**src/cce4_pkg.sv**
```systemverilog
// ----------------------------------------------------------------------------
// cce4_pkg
// Types, constants and extent tables for the 4-D coface enumerator.
// ----------------------------------------------------------------------------
package cce4_pkg;

  localparam int GridSideDef  = 16;
  localparam int ValueBitsDef = 32;
  localparam logic KIND_LOAD  = 1'b0;
  localparam logic KIND_QUERY = 1'b1;

  typedef struct packed {
    logic        kind;
    logic [3:0]  pos_x;
    logic [3:0]  pos_y;
    logic [3:0]  pos_z;
    logic [3:0]  pos_w;
    logic signed [31:0] voxel_value;
    logic [1:0]  cell_dim;
    logic [2:0]  cell_type;
    logic signed [31:0] cell_birthday;
  } in_item_t;

  typedef struct packed {
    logic        found;
    logic [3:0]  coface_x;
    logic [3:0]  coface_y;
    logic [3:0]  coface_z;
    logic [3:0]  coface_w;
    logic [2:0]  coface_type;
    logic [2:0]  coface_dim;
    logic signed [31:0] coface_birthday;
    logic        last;
  } out_item_t;

  // Number of valid types per dimension.
  function automatic logic [2:0] ext_count(input logic [2:0] dim);
    logic [2:0] r;
    begin
      case (dim)
        3'd0: r = 3'd1;
        3'd1: r = 3'd4;
        3'd2: r = 3'd6;
        3'd3: r = 3'd4;
        3'd4: r = 3'd1;
        default: r = 3'd0;
      endcase
      return r;
    end
  endfunction

  // Axis mask spanned by a cell of the given dimension and type.
  function automatic logic [3:0] ext_mask(input logic [1:0] dim, input logic [2:0] typ);
    logic [3:0] r;
    begin
      r = 4'h0;
      case (dim)
        2'd1: begin
          case (typ)
            3'd0: r = 4'h1;
            3'd1: r = 4'h2;
            3'd2: r = 4'h4;
            3'd3: r = 4'h8;
            default: r = 4'h0;
          endcase
        end
        2'd2: begin
          case (typ)
            3'd0: r = 4'h3;
            3'd1: r = 4'h5;
            3'd2: r = 4'h6;
            3'd3: r = 4'h9;
            3'd4: r = 4'hA;
            3'd5: r = 4'hC;
            default: r = 4'h0;
          endcase
        end
        2'd3: begin
          case (typ)
            3'd0: r = 4'h7;
            3'd1: r = 4'hB;
            3'd2: r = 4'hD;
            3'd3: r = 4'hE;
            default: r = 4'h0;
          endcase
        end
        default: r = 4'h0;
      endcase
      return r;
    end
  endfunction

  // Type of a coface extent, one dimension up.
  function automatic logic [2:0] type_of(input logic [3:0] m);
    logic [2:0] r;
    begin
      case (m)
        4'h1, 4'h3, 4'h7, 4'hF: r = 3'd0;
        4'h2, 4'h5, 4'hB: r = 3'd1;
        4'h4, 4'h6, 4'hD: r = 3'd2;
        4'h8, 4'h9, 4'hE: r = 3'd3;
        4'hA: r = 3'd4;
        4'hC: r = 3'd5;
        default: r = 3'd0;
      endcase
      return r;
    end
  endfunction

endpackage

```
**src/cce4_scan.sv**
```systemverilog
// ----------------------------------------------------------------------------
// cce4_scan
// Query sequencer: walks cofaces and their spanned voxels, one read a cycle while reading a direction.
// ----------------------------------------------------------------------------
module cce4_scan import cce4_pkg::*; #(
  parameter int GRID_SIDE  = GridSideDef,
  parameter int VALUE_BITS = ValueBitsDef,
  localparam int CW = $clog2(GRID_SIDE),
  localparam int AW = 4 * CW
) (
  input  logic                  clk,
  input  logic                  rst_n,
  input  logic                  start,
  input  in_item_t              item,
  input  logic signed [31:0]    thr,
  output logic                  busy,
  output logic [AW-1:0]         rd_addr,
  input  logic [VALUE_BITS-1:0] rd_data,
  output logic                  out_valid,
  output out_item_t             out_item
);
  typedef enum logic [3:0] {
    ST_IDLE = 4'b0001,
    ST_READ = 4'b0010,
    ST_EVAL = 4'b0100,
    ST_FIN  = 4'b1000
  } state_t;

  state_t             state_r, state_nxt;
  in_item_t           q_r;
  logic [3:0]         ext_r;
  logic [2:0]         dir_r, dir_nxt;       // axis*2 + plus
  logic [3:0]         sub_r, sub_nxt;       // subset of extent
  logic               rd_v_r, rd_oob_r;     // read in flight, read outside grid
  logic signed [31:0] max_r, max_nxt;
  logic               pend_r, pend_nxt;     // a found coface waits for its successor
  out_item_t          pend_item_r, pend_item_nxt;
  logic               ov_r, ov_nxt;
  out_item_t          oi_r, oi_nxt;

  logic [1:0]         axis;
  logic               minus;
  logic               oob, skip, issue, dir_done, valid_pair, emit;
  logic [3:0]         sub_inc;
  logic signed [31:0] rv, cand;
  logic [3:0]         base [4];
  logic [7:0]         coord [4];
  logic [3:0]         corner [4];
  logic [AW-1:0]      addr;
  out_item_t          cof, fin_item;

  assign axis  = dir_r[2:1];
  assign minus = ~dir_r[0];
  assign busy  = (state_r != ST_IDLE);
  assign valid_pair = (item.cell_type < ext_count({1'b0, item.cell_dim}));

  always_comb begin
    base[0] = q_r.pos_x;
    base[1] = q_r.pos_y;
    base[2] = q_r.pos_z;
    base[3] = q_r.pos_w;
  end

  // Voxel address of the current read and the coface corner.
  always_comb begin
    oob  = 1'b0;
    addr = '0;
    for (int k = 0; k < 4; k++) begin
      coord[k] = {4'd0, base[k]} + {7'd0, sub_r[k]};
      if (axis == 2'(k)) begin
        coord[k] = minus ? coord[k] - 8'd1 : coord[k] + 8'd1;
      end
      if (coord[k] >= 8'(GRID_SIDE)) begin
        oob = 1'b1;
      end
      addr[k*CW +: CW] = coord[k][CW-1:0];
      corner[k] = base[k];
      if (axis == 2'(k) && minus) begin
        corner[k] = base[k] - 4'd1;
      end
    end
  end

  // Next subset of the extent after sub_r (masked increment).
  assign sub_inc  = ((sub_r | ~ext_r) + 4'd1) & ext_r;
  assign skip     = ext_r[axis];
  assign issue    = (state_r == ST_READ) && !skip;
  assign dir_done = (sub_inc == 4'd0);

  assign rv   = rd_oob_r ? thr : 32'(signed'(rd_data));
  assign cand = (rd_v_r && (rv > max_r)) ? rv : max_r;
  assign emit = (state_r == ST_EVAL) && (cand != thr);

  always_comb begin
    cof                 = '0;
    cof.found           = 1'b1;
    cof.coface_x        = corner[0];
    cof.coface_y        = corner[1];
    cof.coface_z        = corner[2];
    cof.coface_w        = corner[3];
    cof.coface_type     = type_of(ext_r | (4'd1 << axis));
    cof.coface_dim      = {1'b0, q_r.cell_dim} + 3'd1;
    cof.coface_birthday = cand;
    cof.last            = 1'b0;
  end

  // Final result of a query: the held coface, or a not-found result.
  always_comb begin
    fin_item = '0;
    if (pend_r) begin
      fin_item = pend_item_r;
    end
    fin_item.last = 1'b1;
  end

  assign rd_addr = addr;

  always_comb begin
    state_nxt = state_r;
    dir_nxt   = dir_r;
    sub_nxt   = sub_r;
    max_nxt   = max_r;
    case (state_r)
      ST_IDLE: begin
        if (start && item.kind == KIND_QUERY) begin
          dir_nxt   = 3'd7;
          sub_nxt   = 4'd0;
          max_nxt   = item.cell_birthday;
          state_nxt = valid_pair ? ST_READ : ST_FIN;
        end
      end
      ST_READ: begin
        if (skip) begin
          if (dir_r == 3'd0) begin
            state_nxt = ST_FIN;
          end else begin
            dir_nxt = dir_r - 3'd1;
          end
        end else begin
          max_nxt = cand;
          if (dir_done) begin
            state_nxt = ST_EVAL;
          end else begin
            sub_nxt = sub_inc;
          end
        end
      end
      ST_EVAL: begin
        // The last read of this direction returns now.
        max_nxt = q_r.cell_birthday;
        sub_nxt = 4'd0;
        if (dir_r == 3'd0) begin
          state_nxt = ST_FIN;
        end else begin
          dir_nxt   = dir_r - 3'd1;
          state_nxt = ST_READ;
        end
      end
      ST_FIN: state_nxt = ST_IDLE;
      default: state_nxt = ST_IDLE;
    endcase
  end

  always_comb begin
    pend_nxt      = pend_r;
    pend_item_nxt = pend_item_r;
    ov_nxt        = 1'b0;
    oi_nxt        = oi_r;
    if (state_r == ST_FIN) begin
      ov_nxt   = 1'b1;
      oi_nxt   = fin_item;
      pend_nxt = 1'b0;
    end else if (emit) begin
      pend_nxt      = 1'b1;
      pend_item_nxt = cof;
      if (pend_r) begin
        ov_nxt = 1'b1;
        oi_nxt = pend_item_r;
      end
    end
  end

  always_ff @(posedge clk) begin
    if (!rst_n) begin
      state_r     <= ST_IDLE;
      q_r         <= '0;
      ext_r       <= 4'd0;
      dir_r       <= 3'd0;
      sub_r       <= 4'd0;
      max_r       <= '0;
      rd_v_r      <= 1'b0;
      rd_oob_r    <= 1'b0;
      pend_r      <= 1'b0;
      pend_item_r <= '0;
      ov_r        <= 1'b0;
      oi_r        <= '0;
    end else begin
      state_r     <= state_nxt;
      dir_r       <= dir_nxt;
      sub_r       <= sub_nxt;
      max_r       <= max_nxt;
      rd_v_r      <= issue;
      rd_oob_r    <= oob;
      pend_r      <= pend_nxt;
      pend_item_r <= pend_item_nxt;
      ov_r        <= ov_nxt;
      oi_r        <= oi_nxt;
      if (state_r == ST_IDLE && start) begin
        q_r   <= item;
        ext_r <= ext_mask(item.cell_dim, item.cell_type);
      end
    end
  end

  assign out_valid = ov_r;
  assign out_item  = oi_r;
endmodule

```
**config.mk**
```make
export PLATFORM = sky130hd
export DESIGN_NAME = cce4_scan
export DESIGN_NICKNAME = d
export VERILOG_FILES = /design/src/cce4_pkg.sv /design/src/cce4_scan.sv
export SDC_FILE = /design/constraint.sdc
export NUM_CORES = 1
export LEC_CHECK = 0
export BUFFER_PORTS_ARGS = -buffer_cell sky130_fd_sc_hd__buf_2
export CAP_MARGIN = 25
export CORE_MARGIN = 2
export CORE_UTILIZATION = 44
export CTS_CLUSTER_DIAMETER = 100
export DETAILED_ROUTE_END_ITERATION = 12
export GPL_ROUTABILITY_DRIVEN = 0
export PLACE_DENSITY = 0.69
export SLEW_MARGIN = 20
export SYNTH_ARGS = -nofsm -noshare
export SYNTH_HDL_FRONTEND = slang
export SYNTH_SLANG_ARGS = --single-unit
```
**constraint.sdc**
```tcl
create_clock -name clk -period 5.8 [get_ports clk]
set_input_delay 1.16 -clock clk [delete_from_list [all_inputs] [get_ports clk]]
set_output_delay 1.16 -clock clk [all_outputs]
set_load 0.01 [all_outputs]
```
==> summary.md, run 1 <==
Compared with the post-synthesis result, the final layout area differs by 17.3%. The synthesized design contains 212 register bits. The run gives 0 ps as the setup TNS. Summed over all cells, the static leakage comes to 6.27 nW. The slew at the pin closest to its max-slew limit is 998 ps.

Of all nets on the critical path, the largest fanout is 37. For the placed wire-length estimate, the log shows 31200 µm. Root buffer cell: sky130_fd_sc_hd__clkbuf_16.

Setup violations remaining at the end of the flow were counted as 0. The deepest clock path buffer count came out at 3. In the final routed layout, each cell accounts on average for 19.3 µm. The number of antenna violations at the first check in global routing is 2. TritonCTS built the clock tree. The share of synthesized flip-flops with an asynchronous set or reset works out to 0%.

The overall die area was 32600 µm²; the average size of a mapped cell was 7.79 µm². In this design, the stage delay of the slowest critical-path cell is 560 ps. The worst IR drop on VDD was 0.198 mV. The most used flip-flop cell after synthesis is sky130_fd_sc_hd__dfxtp_1. The total CTS buffers came out at 25. For this run, design rule violations remaining after detail routing come to 0.

The tools report the starting density of the core as 44.8%. Following the worst setup path forward leads to its endpoint at pend_item_r[8]. Clock-pin slew of the registers on the worst-case setup and hold paths: 60 ps.

The total grt overflow is 0. Dividing the detail-routed via count by the number of cells gives 6.16. The length of the first detailed-routing pass in iterations is 5.

For the final max-slew violation count, the log shows 0. The slowest stage of the critical path belongs to the cell sky130_fd_sc_hd__or4_1. Timing would allow up to 188 MHz. Measured in cells, the most critical reg-to-reg path has a length of 17. The clock tree skew after final layout is 14.1 ps. The worst path in the final design needs a cycle of 5330 ps, including I/O delays and setup.

The number of setup buffers added after CTS is 0. The worst setup path is launched from an input pin. The min-delay analysis places its worst path in the category reg2reg. The critical path goes through buf_2, mux2_2, ha_1, nand4_1, or4_1, o21a_2, buf_12, and3_1, a221oi_1, a31oi_1, nor4_1, nand4_1, buf_4, nor4_4, buf_4, o21ai_0, a21oi_1. The number of H-tree levels came out at 1.

Final net count: 2106. For the worst setup path, the data arrival time is 5770 ps. The vertical die dimension was 181 µm; the overall fraction of global-route tracks in use was 26.1%.

In this run the critical register-to-register path is launched from rd_oob_r. The tools report the wire length of the first global-routing pass as 69300 µm. The run finished with clean final reports. The iteration-0 DRC count of the detailed router was 1371; the clock latency reported for the late side of the worst-skew pair was 530 ps. The run gives 56 as the number of distinct standard cells referenced by the synthesized netlist. The setup path with the least slack is of type in2reg. The worst setup path startpoint is thr[23]. The total detailed-routing wirelength is 44400 µm, and the placeable core region is 30700 µm². Max-cap violations in this run came to 0. For flop-to-flop paths, the worst setup slack is 510 ps. Measured against its own limit, the worst slew margin works out to 33.5%. Count of mapped cells out of synthesis: 1763. Dividing the final minimum period by the clock period gives 91.8%.

227 I/O pins were placed. Data on the critical path is required at its endpoint by 6250 ps. Share of post-route cells with drive strength above 1: 18.9%. The worst setup path is captured at a register. The tree built by TritonCTS fans out to 212 sinks. The floorplan step set the die width to 181 µm. The routed layout has 14200 vias.

Leaving out fill and tap cells, the most frequent cells in the layout are sky130_fd_sc_hd__nand2_1 (265), sky130_fd_sc_hd__dfxtp_1 (211), sky130_fd_sc_hd__buf_2 (193). After synthesis, flip-flops and latches occupy 30.9% of the total area. The tools report the destination of the worst register-to-register timing path as pend_item_r[8].

The power per standard cell area was 264 nW/µm²; the total number of yosys warnings was 0. In this run the remaining antenna-violating nets after routing total 0. The total nets after synthesis is 1978. The most common library cell in the layout ignoring fill and taps is sky130_fd_sc_hd__nand2_1. Counting flops with a built-in enable in the synthesized netlist gives 0. The hold buffer count at CTS was 0; the cell row count was 64. The tools report the pin count of the biggest net entering global routing as 129. Input and output buffers added on the ports amount to 194. The via count of the first global-routing pass was 12700.

The number of gates resized after CTS was 0. The total power consumption of the routed design came out at 4.26 mW. The number of hold-slack violations in the final timing report came out at 0. The cell area that synthesis handed to floorplanning was 13700 µm².

Setup repair after global routing left no endpoint under its margin.
-- area by class of cell --
class	instances	area, µm²
multi-input cells	1337	8700
flip-flops and latches	212	4250
diodes	1	2.50
inverters	58	219
clock inverters	12	97.6
repair buffers	257	1660
well taps	396	495
fillers	2967	14600
clock buffers	32	682
-- worst max-delay path, delay by kind of cell --
kind            cells  cell delay (ps)
compound gates      5             1110
mux                 1              300
buf+inv             4              870
simple gates        6             1980
fa+ha+maj           1              350
-- state kept, by name, summed over array words and instances, names as in the netlist --
name	cells
base	16
dir_r	3
ext_r	4
max_r	32
out_item	56
out_valid	1
pend_item_r	55
pend_r	1
q_r	34
rd_oob_r	1
rd_v_r	1
state_r	4
sub_r	4
-- kinds of logic after synthesis --
group                    count (synthesis)  synth area share (%)
multiplexers                            92                  7.08
adder cells (fa/ha/maj)                 62                  5.65
AND/OR/NAND/NOR                        661                  24.7
flip-flops                             212                  30.9
XOR/XNOR                                43                  2.74
buffers and inverters                  214                  6.35
AO/OA/AOI/OAI                          479                  22.6
-- through the flow --
| step | utilization (%) | cells | hold slack [ps] | cell area (µm²) | setup WS, ps |
|---|---|---|---|---|---|
| floorplan | - | 1763 | 437 | 13700 | 815 |
| detailed placement | 49.7 | 2255 | 444 | 15200 | 14.8 |
| global placement | 49.5 | 2252 | 439 | 15200 | 101 |
| CTS | 52.3 | 2299 | 454 | 16000 | 530 |
| global route | 52.5 | 2305 | 470 | 16100 | 235 |
| finish | 52.5 | 2305 | 449 | 16100 | 475 |
-- how the worst min path moves through the flow --
| stage | cells after the start | slack [ps] | endpoint | startpoint |
|---|---|---|---|---|
| 2_1_floorplan | 2 | 440 | q_r[0] | q_r[0] |
| 3_3_place_gp | 2 | 440 | out_item[4] | out_item[4] |
| 3_5_place_dp | 2 | 440 | out_item[23] | out_item[23] |
| 4_1_cts | 2 | 450 | out_item[10] | out_item[10] |
| 5_1_grt | 2 | 470 | q_r[23] | q_r[23] |
| 6_report | 2 | 450 | out_item[10] | out_item[10] |
-- metal layers --
metal / track usage (%) / part of all wire, %
met1: 35.6 / 42
met2: 40.8 / 44
met3: 3.92 / 8.8
met4: 11.2 / 4.7
met5: 0 / 0
-- power breakdown --
group / switching (mW) / internal (mW) / leakage [nW]
combinational: 0.740 / 0.454 / 4.16
sequential: 0.0569 / 1.51 / 1.72
clock: 0.655 / 0.843 / 0.381
total: 1.45 / 2.81 / 6.27
-- Yosys cell counts, types with 36 or more instances --
cell type	instances	area, µm²
sky130_fd_sc_hd__a211oi_1	46	345
sky130_fd_sc_hd__nand2_1	266	998
sky130_fd_sc_hd__clkbuf_1	133	499
sky130_fd_sc_hd__ha_1	62	776
sky130_fd_sc_hd__inv_1	57	214
sky130_fd_sc_hd__nand3_1	143	716
sky130_fd_sc_hd__a22oi_1	36	270
sky130_fd_sc_hd__a31oi_1	66	413
sky130_fd_sc_hd__dfxtp_1	212	4240
sky130_fd_sc_hd__and4_1	68	596
sky130_fd_sc_hd__a21oi_1	144	721
sky130_fd_sc_hd__o21ai_0	96	480
sky130_fd_sc_hd__nor2_1	38	143
sky130_fd_sc_hd__mux2i_1	60	601
Power figures use the tool's default switching activity.
==> inputs of run 2 (changes only) <==
--- a/config.mk
+++ b/config.mk
@@ -12,7 +12,6 @@
 export CTS_CLUSTER_DIAMETER = 100
 export DETAILED_ROUTE_END_ITERATION = 12
 export GPL_ROUTABILITY_DRIVEN = 0
-export PLACE_DENSITY = 0.69
 export SLEW_MARGIN = 20
 export SYNTH_ARGS = -nofsm -noshare
 export SYNTH_HDL_FRONTEND = slang
==> run 2 against run 1 <==
- count of clock-buffer cells in the layout did not move
- setup slack improved by 12 ps
- fmax grew 0.22%
- power increased by 3.3%
- critical path type unchanged
- largest cell class unchanged
- highest routed layer unchanged
==> summary.md, run 2 (synthesis gave the netlist of run 1 again) <==
The flow ran to the end, and the final reports show no timing, DRC or antenna violations. The critical path starts at thr[26]. The library cells used most frequently in the layout, excluding fill and tap cells, are sky130_fd_sc_hd__nand2_1 (265), sky130_fd_sc_hd__dfxtp_1 (211), sky130_fd_sc_hd__buf_2 (193). In this run the remaining antenna-violating nets after routing total 0. The internal power of the cells totals 2.94 mW. In this run the number of cells on the critical path is 17.

The clock-pin slew of the registers on the worst-case setup and hold paths is 60 ps. The final layout contains routed wiring with a total length of 45400 µm. The worst path required time was 6180 ps; the total clock sinks was 212. For the arrival time at the worst endpoint, the log shows 5690 ps. Combinational logic is responsible for 27.0% of the overall power. The highest net fanout along the worst path was 52; the final net count was 2112. Measured along the y axis, the die boundary spans 181 µm.

The post-cts sizing count is 0. Power comes to 4.40 mW. In this design, the largest share of critical-path delay is due to simple AND/OR/NAND/NOR gates.

For the overall die area, the log shows 32600 µm². The pin count of the biggest net entering global routing came out at 88. The setup path with the least slack is of type in2reg. The per-cell routed wire length is 19.7 µm. The run gives 6.32 nW as the leakage power figure.

TritonCTS built the clock tree. Growth of design area from synthesis to finish: 18.1%. The worst register-to-register path begins at rd_oob_r.

In the finished design, the share of the clock period the worst path needs comes to 91.6%. The worst register-to-register path ends at pend_item_r[52]. Setup repair after global routing left no endpoint under its margin. The most common library cell in the layout ignoring fill and taps is sky130_fd_sc_hd__nand2_1. The number of flip-flops in the largest register was 56; the hold buffer count at CTS was 0.

The count of buffering cells on the critical path with inverters included was 4; the register-to-register setup slack was 500 ps. Counting I/O delays and the setup requirement, the final critical path takes 5310 ps. The highest-delay cell along the critical path is sky130_fd_sc_hd__or4_1. Counting tap cells, the placed design contains a total of 2265 instances. The endpoint kind of the worst setup timing path was a register.

The worst setup margin is 486 ps, and the power per standard cell area is 271 nW/µm². The logs give 14100 for the via count of the routed design and 0 for the number of setup buffers added after CTS. The root buffer cell is sky130_fd_sc_hd__clkbuf_16.

The via count of the first global-routing pass was 13000. The number of buffers inserted by port buffering is 194. The signal on the critical path passes through buf_2, mux2_2, ha_1, nand4_1, or4_1, o21a_2, buf_12, and3_1, a221oi_1, a31oi_1, nor4_1, buf_4, nand4_1, or4_1, buf_12, o2111ai_1, a21oi_1. The clock network fraction of total power was 37.2%.

The tightest min-delay check is of the reg2reg type. Dividing the detail-routed via count by the number of cells gives 6.10. The logs give 3 for the deepest clock path buffer count and 0 for the final max-slew violation count. Between clock sinks in the finished design, the worst skew comes to 24.8 ps.

Summed over all nets, the half-perimeter wirelength after detailed placement is 32300 µm. The final instance count without filler cells is 2310, and the die span in x is 181 µm. The sequential power share was 35.7%; the slew at the pin closest to its max-slew limit was 1000 ps. The tools report the category of the worst setup path launch point as an input pin. At the later pin of the worst-skew pair, clock insertion delay measures 540 ps.

Clock tree synthesis inserted a total of 25 buffers. During I/O placement, the number of pins put on the boundary was 227. Adding up every negative setup slack in the final design gives 0 ps. The number of H-tree levels is 1.

For this run, the slowest stage of the critical path takes 610 ps. Across the VDD grid, the largest voltage drop is 0.188 mV. The region available for standard cell placement spans 30700 µm².

The total grt overflow was 0. The pre-antenna-repair detailed-routing pass consisted of 6 iterations. The number of antenna violations at the first check in global routing came out at 0. In this run the core area contains 64 standard-cell rows. The first global-routing pass estimated 71900 µm of wire.

The initial utilization of the core area, before any placement, comes to 44.8%. The end-of-flow core utilization is 52.9%, and the number of hold-slack violations in the final timing report is 0. Global routing used 27.1% of the available tracks across all layers. The capture point of the worst path was pend_item_r[52]. Before CTS, the worst setup slack after placement is -1.35 ps.

For this design the total switching power over the nets is 1.46 mW. The run gives 0 as the number of max-capacitance violations reported. The share of post-route cells with drive strength above 1 is 19.3%, and the headroom to the max-slew limit is 33.2%. After detailed routing, the number of remaining DRC violations is 0. The logic depth of the worst register-to-register path came out at 17. The antenna cell count is 0, and the number of setup violations in the final report is 0.

Net switching is 33.2% of the power. The maximum frequency from static timing analysis came out at 188 MHz. The detailed router finished its first iteration with 1256 violations. For the number of filler instances in the final layout, the log shows 2983.
==> run 2: changes by cell type in the layout (fill, tap and decap cells not counted), moves of 2 or more <==
cell,previous run,this run
sky130_fd_sc_hd__clkinv_2,5,3
sky130_fd_sc_hd__clkbuf_1,5,3
sky130_fd_sc_hd__bufinv_16,0,3
sky130_fd_sc_hd__buf_4,46,54
==> run 2: power groups by stage <==
stage | clock network (mW) | registers (mW) | logic (mW)
floorplan | 0 | 1.57 | 0.763
global placement | 0 | 1.60 | 1.14
detailed placement | 0 | 1.60 | 1.17
CTS | 1.66 | 1.57 | 1.17
global route | 1.73 | 1.58 | 1.30
finish | 1.64 | 1.57 | 1.19
==> run 2: metal layers <==
layer,global-route usage [%],part of all wire [%]
met5,0,0
met4,10.3,4.0
met3,3.60,7.3
met2,42.4,44
met1,37.8,44
==> run 2: how the worst min path moves through the flow <==
stage | to | from | depth (start not counted) | slack (ps)
after floorplan | q_r[0] | q_r[0] | 2 | 440
after detailed placement | out_item[17] | out_item[17] | 2 | 450
after global placement | out_item[12] | out_item[12] | 2 | 440
after global routing | out_item[17] | out_item[17] | 2 | 460
final | out_item[17] | out_item[17] | 2 | 450
after CTS | out_item[17] | out_item[17] | 2 | 450
==> run 2: tightest hold or removal path, cell delays in order, from the launching register on <==
cell	delay, ps
sky130_fd_sc_hd__dfxtp_1	300
sky130_fd_sc_hd__nand2_1	50
sky130_fd_sc_hd__mux2i_1	50
==> run 2: cell type report <==
type,count,area [µm²],area share [%]
repair buffers,263,1690,10.4
multi-input cells,1337,8710,53.7
inverters,58,219,1.35
well taps,396,495,3.06
clock buffers,32,692,4.27
clock inverters,12,158,0.972
flip-flops and latches,212,4250,26.2
==> run 2: through the flow <==
| stage | instance area [µm²] | hold slack (ps) |
|---|---|---|
| 6_report | 16200 | 448 |
| 5_1_grt | 16200 | 462 |
| 4_1_cts | 16200 | 453 |
| 3_5_place_dp | 15300 | 445 |
| 3_3_place_gp | 15300 | 440 |
| 2_1_floorplan | 13700 | 437 |
==> inputs of run 3 (changes only) <==
--- a/config.mk
+++ b/config.mk
@@ -12,6 +12,7 @@
 export CTS_CLUSTER_DIAMETER = 100
 export DETAILED_ROUTE_END_ITERATION = 12
 export GPL_ROUTABILITY_DRIVEN = 0
+export GPL_TIMING_DRIVEN = 0
 export SLEW_MARGIN = 20
 export SYNTH_ARGS = -nofsm -noshare
 export SYNTH_HDL_FRONTEND = slang
==> constraint.sdc (replaced) <==
create_clock -name clk -period 5.8 [get_ports clk]
set_input_delay 1.16 -clock clk [delete_from_list [all_inputs] [get_ports clk]]
set_output_delay 1.16 -clock clk [all_outputs]
set_load 0.005 [all_outputs]
==> run 3 against run 2 <==
- routed wire length is 12% higher
- power decreased by 0.59%
- setup slack lost 380 ps
- non-clock buffer count up 86
- critical path depth fell by 1
- critical endpoint unchanged
- largest cell class unchanged
- highest routed layer is now met5
==> summary.md, run 3 (synthesis gave the netlist of run 1 again) <==
The run finished with clean final reports. Across the run, the number of max-cap violations was 0. The top cell types in the final layout, fill and taps aside, are sky130_fd_sc_hd__nand2_1 (266), sky130_fd_sc_hd__dfxtp_1 (211), sky130_fd_sc_hd__buf_2 (203). The die covers 32600 µm². The analysis attributes to cell leakage a power of 6.39 nW. Across every metal layer, demand over resource in global routing totals 29.7%. The capture point of the worst path is pend_item_r[52]. Once detailed placement completed, the half-perimeter wirelength came to 39400 µm. Root buffer cell: sky130_fd_sc_hd__clkbuf_16. For this run, design rule violations remaining after detail routing come to 0.

Port buffering added 192 buffers. The tools report the destination of the worst register-to-register timing path as pend_item_r[52]. At the pin with the least slew margin, the transition time is 904 ps.

The via count of the first global-routing pass is 13400, and the clock latency reported for the late side of the worst-skew pair is 520 ps. The total clock sinks was 212. The gate family responsible for the most delay along the worst path is simple AND/OR/NAND/NOR gates. From bottom edge to top edge, the die measures 181 µm. Number of flip-flops in the largest register: 56. Timing would allow up to 176 MHz. The number of clock buffers added by TritonCTS is 24. STA classifies the critical path endpoint as a register. The tools report the register-to-register setup slack as 160 ps. For the number of antenna violations at the first check in global routing, the log shows 4.

TritonCTS built the clock tree. At the worst endpoint, the arrival time is 6080 ps. Of the available clock period, the critical path in the final layout requires 98.2%.

The path class of the tightest hold or removal check is reg2reg. The worst path required time is 6180 ps, and the clock period minus worst slack is 5700 ps. The count of nets left with antenna violations once routing finished came out at 0.

The logic depth of the worst register-to-register path works out to 16. Setup repair after global routing left no endpoint under its margin. The deepest clock path buffer count came out at 3. The slowest stage of the critical path belongs to the cell sky130_fd_sc_hd__or4_1. Clock-pin slew was measured on the worst setup and hold paths at 60 ps. The final net count was 2197. IR analysis of the VDD net gives a maximum drop of 0.207 mV.

The final max-slew violation count is 0, and the headroom to the max-slew limit is 38.9%. Row generation in the floorplan step produced 64 rows. The total grt overflow was 0.

The worst setup path is launched from an input pin. Entering global routing, the biggest net connects 14 pins. Number of setup violations in the final report: 0.

In the final layout, the share of cells above drive strength 1 is 18.0%. The power per standard cell area is 269 nW/µm², and the clock tree skew after final layout is 13.0 ps. The first routing iteration left 1564 violations. The hold buffer count at CTS is 0, and the worst hold margin is 453 ps.

The die is 181 µm wide. The per-cell routed wire length was 21.2 µm; the growth of design area from synthesis to finish was 18.6%. The critical path runs through a total of 16 cells. Leaving out fill and tap cells, the most frequent cell in the layout is sky130_fd_sc_hd__nand2_1. The routed design has 50700 µm of wire.

Worst setup path startpoint: thr[31]. The initial utilization of the core area, before any placement, comes to 44.8%. In this run the standard cell core region covers 30700 µm². Using the TritonRoute via totals, the vias-per-cell ratio works out to 6.14. The critical path contains buffers and inverters numbering 4 combined. The tools report the wire length of the first global-routing pass as 77000 µm. The tools report the origin of the critical flop-to-flop path as rd_oob_r. The worst setup path is of the in2reg kind. Along the worst path, the maximum fanout reaches 10. For the I/O pin count, the log shows 227. The pre-antenna-repair detailed-routing pass consisted of 6 iterations. In this run the most critical hold path is launched from q_r[26]. The logs give 4.37 mW for the total power consumption of the routed design and 14700 for the via count of the routed design.

Number of H-tree levels: 1. The tools report the number of hold-slack violations in the final timing report as 0. Walking the worst path, the cells encountered are buf_2, mux2_2, ha_1, nand4_2, or4_1, o21ai_1, clkbuf_2, nand2_1, and4_1, nor4_2, nand4_1, or4_1, clkbuf_1, buf_2, o2111ai_1, a21oi_1. The maximum cell stage delay along the critical path was 620 ps.
==> run 3: worst min-delay path by stage <==
stage          cells after the start  slack [ps]      endpoint
4_1_cts                            2         450       q_r[26]
3_5_place_dp                       2         450       q_r[28]
3_3_place_gp                       2         440  out_item[11]
6_report                           2         450       q_r[26]
5_1_grt                            2         470       q_r[27]
2_1_floorplan                      2         440        q_r[0]
==> run 3: tightest hold or removal path, delay by kind of cell, from the launching register on <==
| kind | cells | cell delay, ps |
|---|---|---|
| AO/OA/AOI/OAI | 1 | 50 |
| flip-flops | 1 | 300 |
| AND/OR/NAND/NOR | 1 | 50 |
==> run 3: stage by stage <==
| stage | instances | utilization (%) | setup TNS [ps] | worst slack (ps) | area [µm²] |
|---|---|---|---|---|---|
| global placement | 2351 | 49.5 | -58990 | -611 | 15200 |
| floorplan | 1763 | - | 0 | 815 | 13700 |
| CTS | 2395 | 52.3 | 0 | 122 | 16000 |
| finish | 2397 | 53.1 | 0 | 102 | 16300 |
| global route | 2396 | 53.1 | 0 | 9.88 | 16300 |
| detailed placement | 2352 | 49.5 | -57790 | -596 | 15200 |
==> run 3: timing repair <==
item                                    in CTS  in global routing
pin swaps                                    2                  3
endpoints found under the setup margin     113                112
buffers inserted                             0                  1
gates resized for setup                     14                 64
==> run 3: where the power goes <==
part / internal, mW / switching (mW)
registers: 1.51 / 0.0616
clock network: 0.934 / 0.617
logic: 0.413 / 0.835
total: 2.86 / 1.51
==> run 3: layout make-up <==
class / instances / area [µm²]
antenna: 1 / 2.50
buffer: 155 / 689
clock buffer: 36 / 706
clock inverter: 8 / 109
fill: 3085 / 14400
inverter: 58 / 218
multi-input combinational: 1337 / 8840
sequential: 212 / 4250
tap: 396 / 495
timing repair buffer: 194 / 973
==> run 3: metal layers <==
metal	track usage (%)	routed length, µm
met1	41.1	22400
met2	45.3	21600
met3	6.45	4730
met4	10.8	2080
met5	0	11
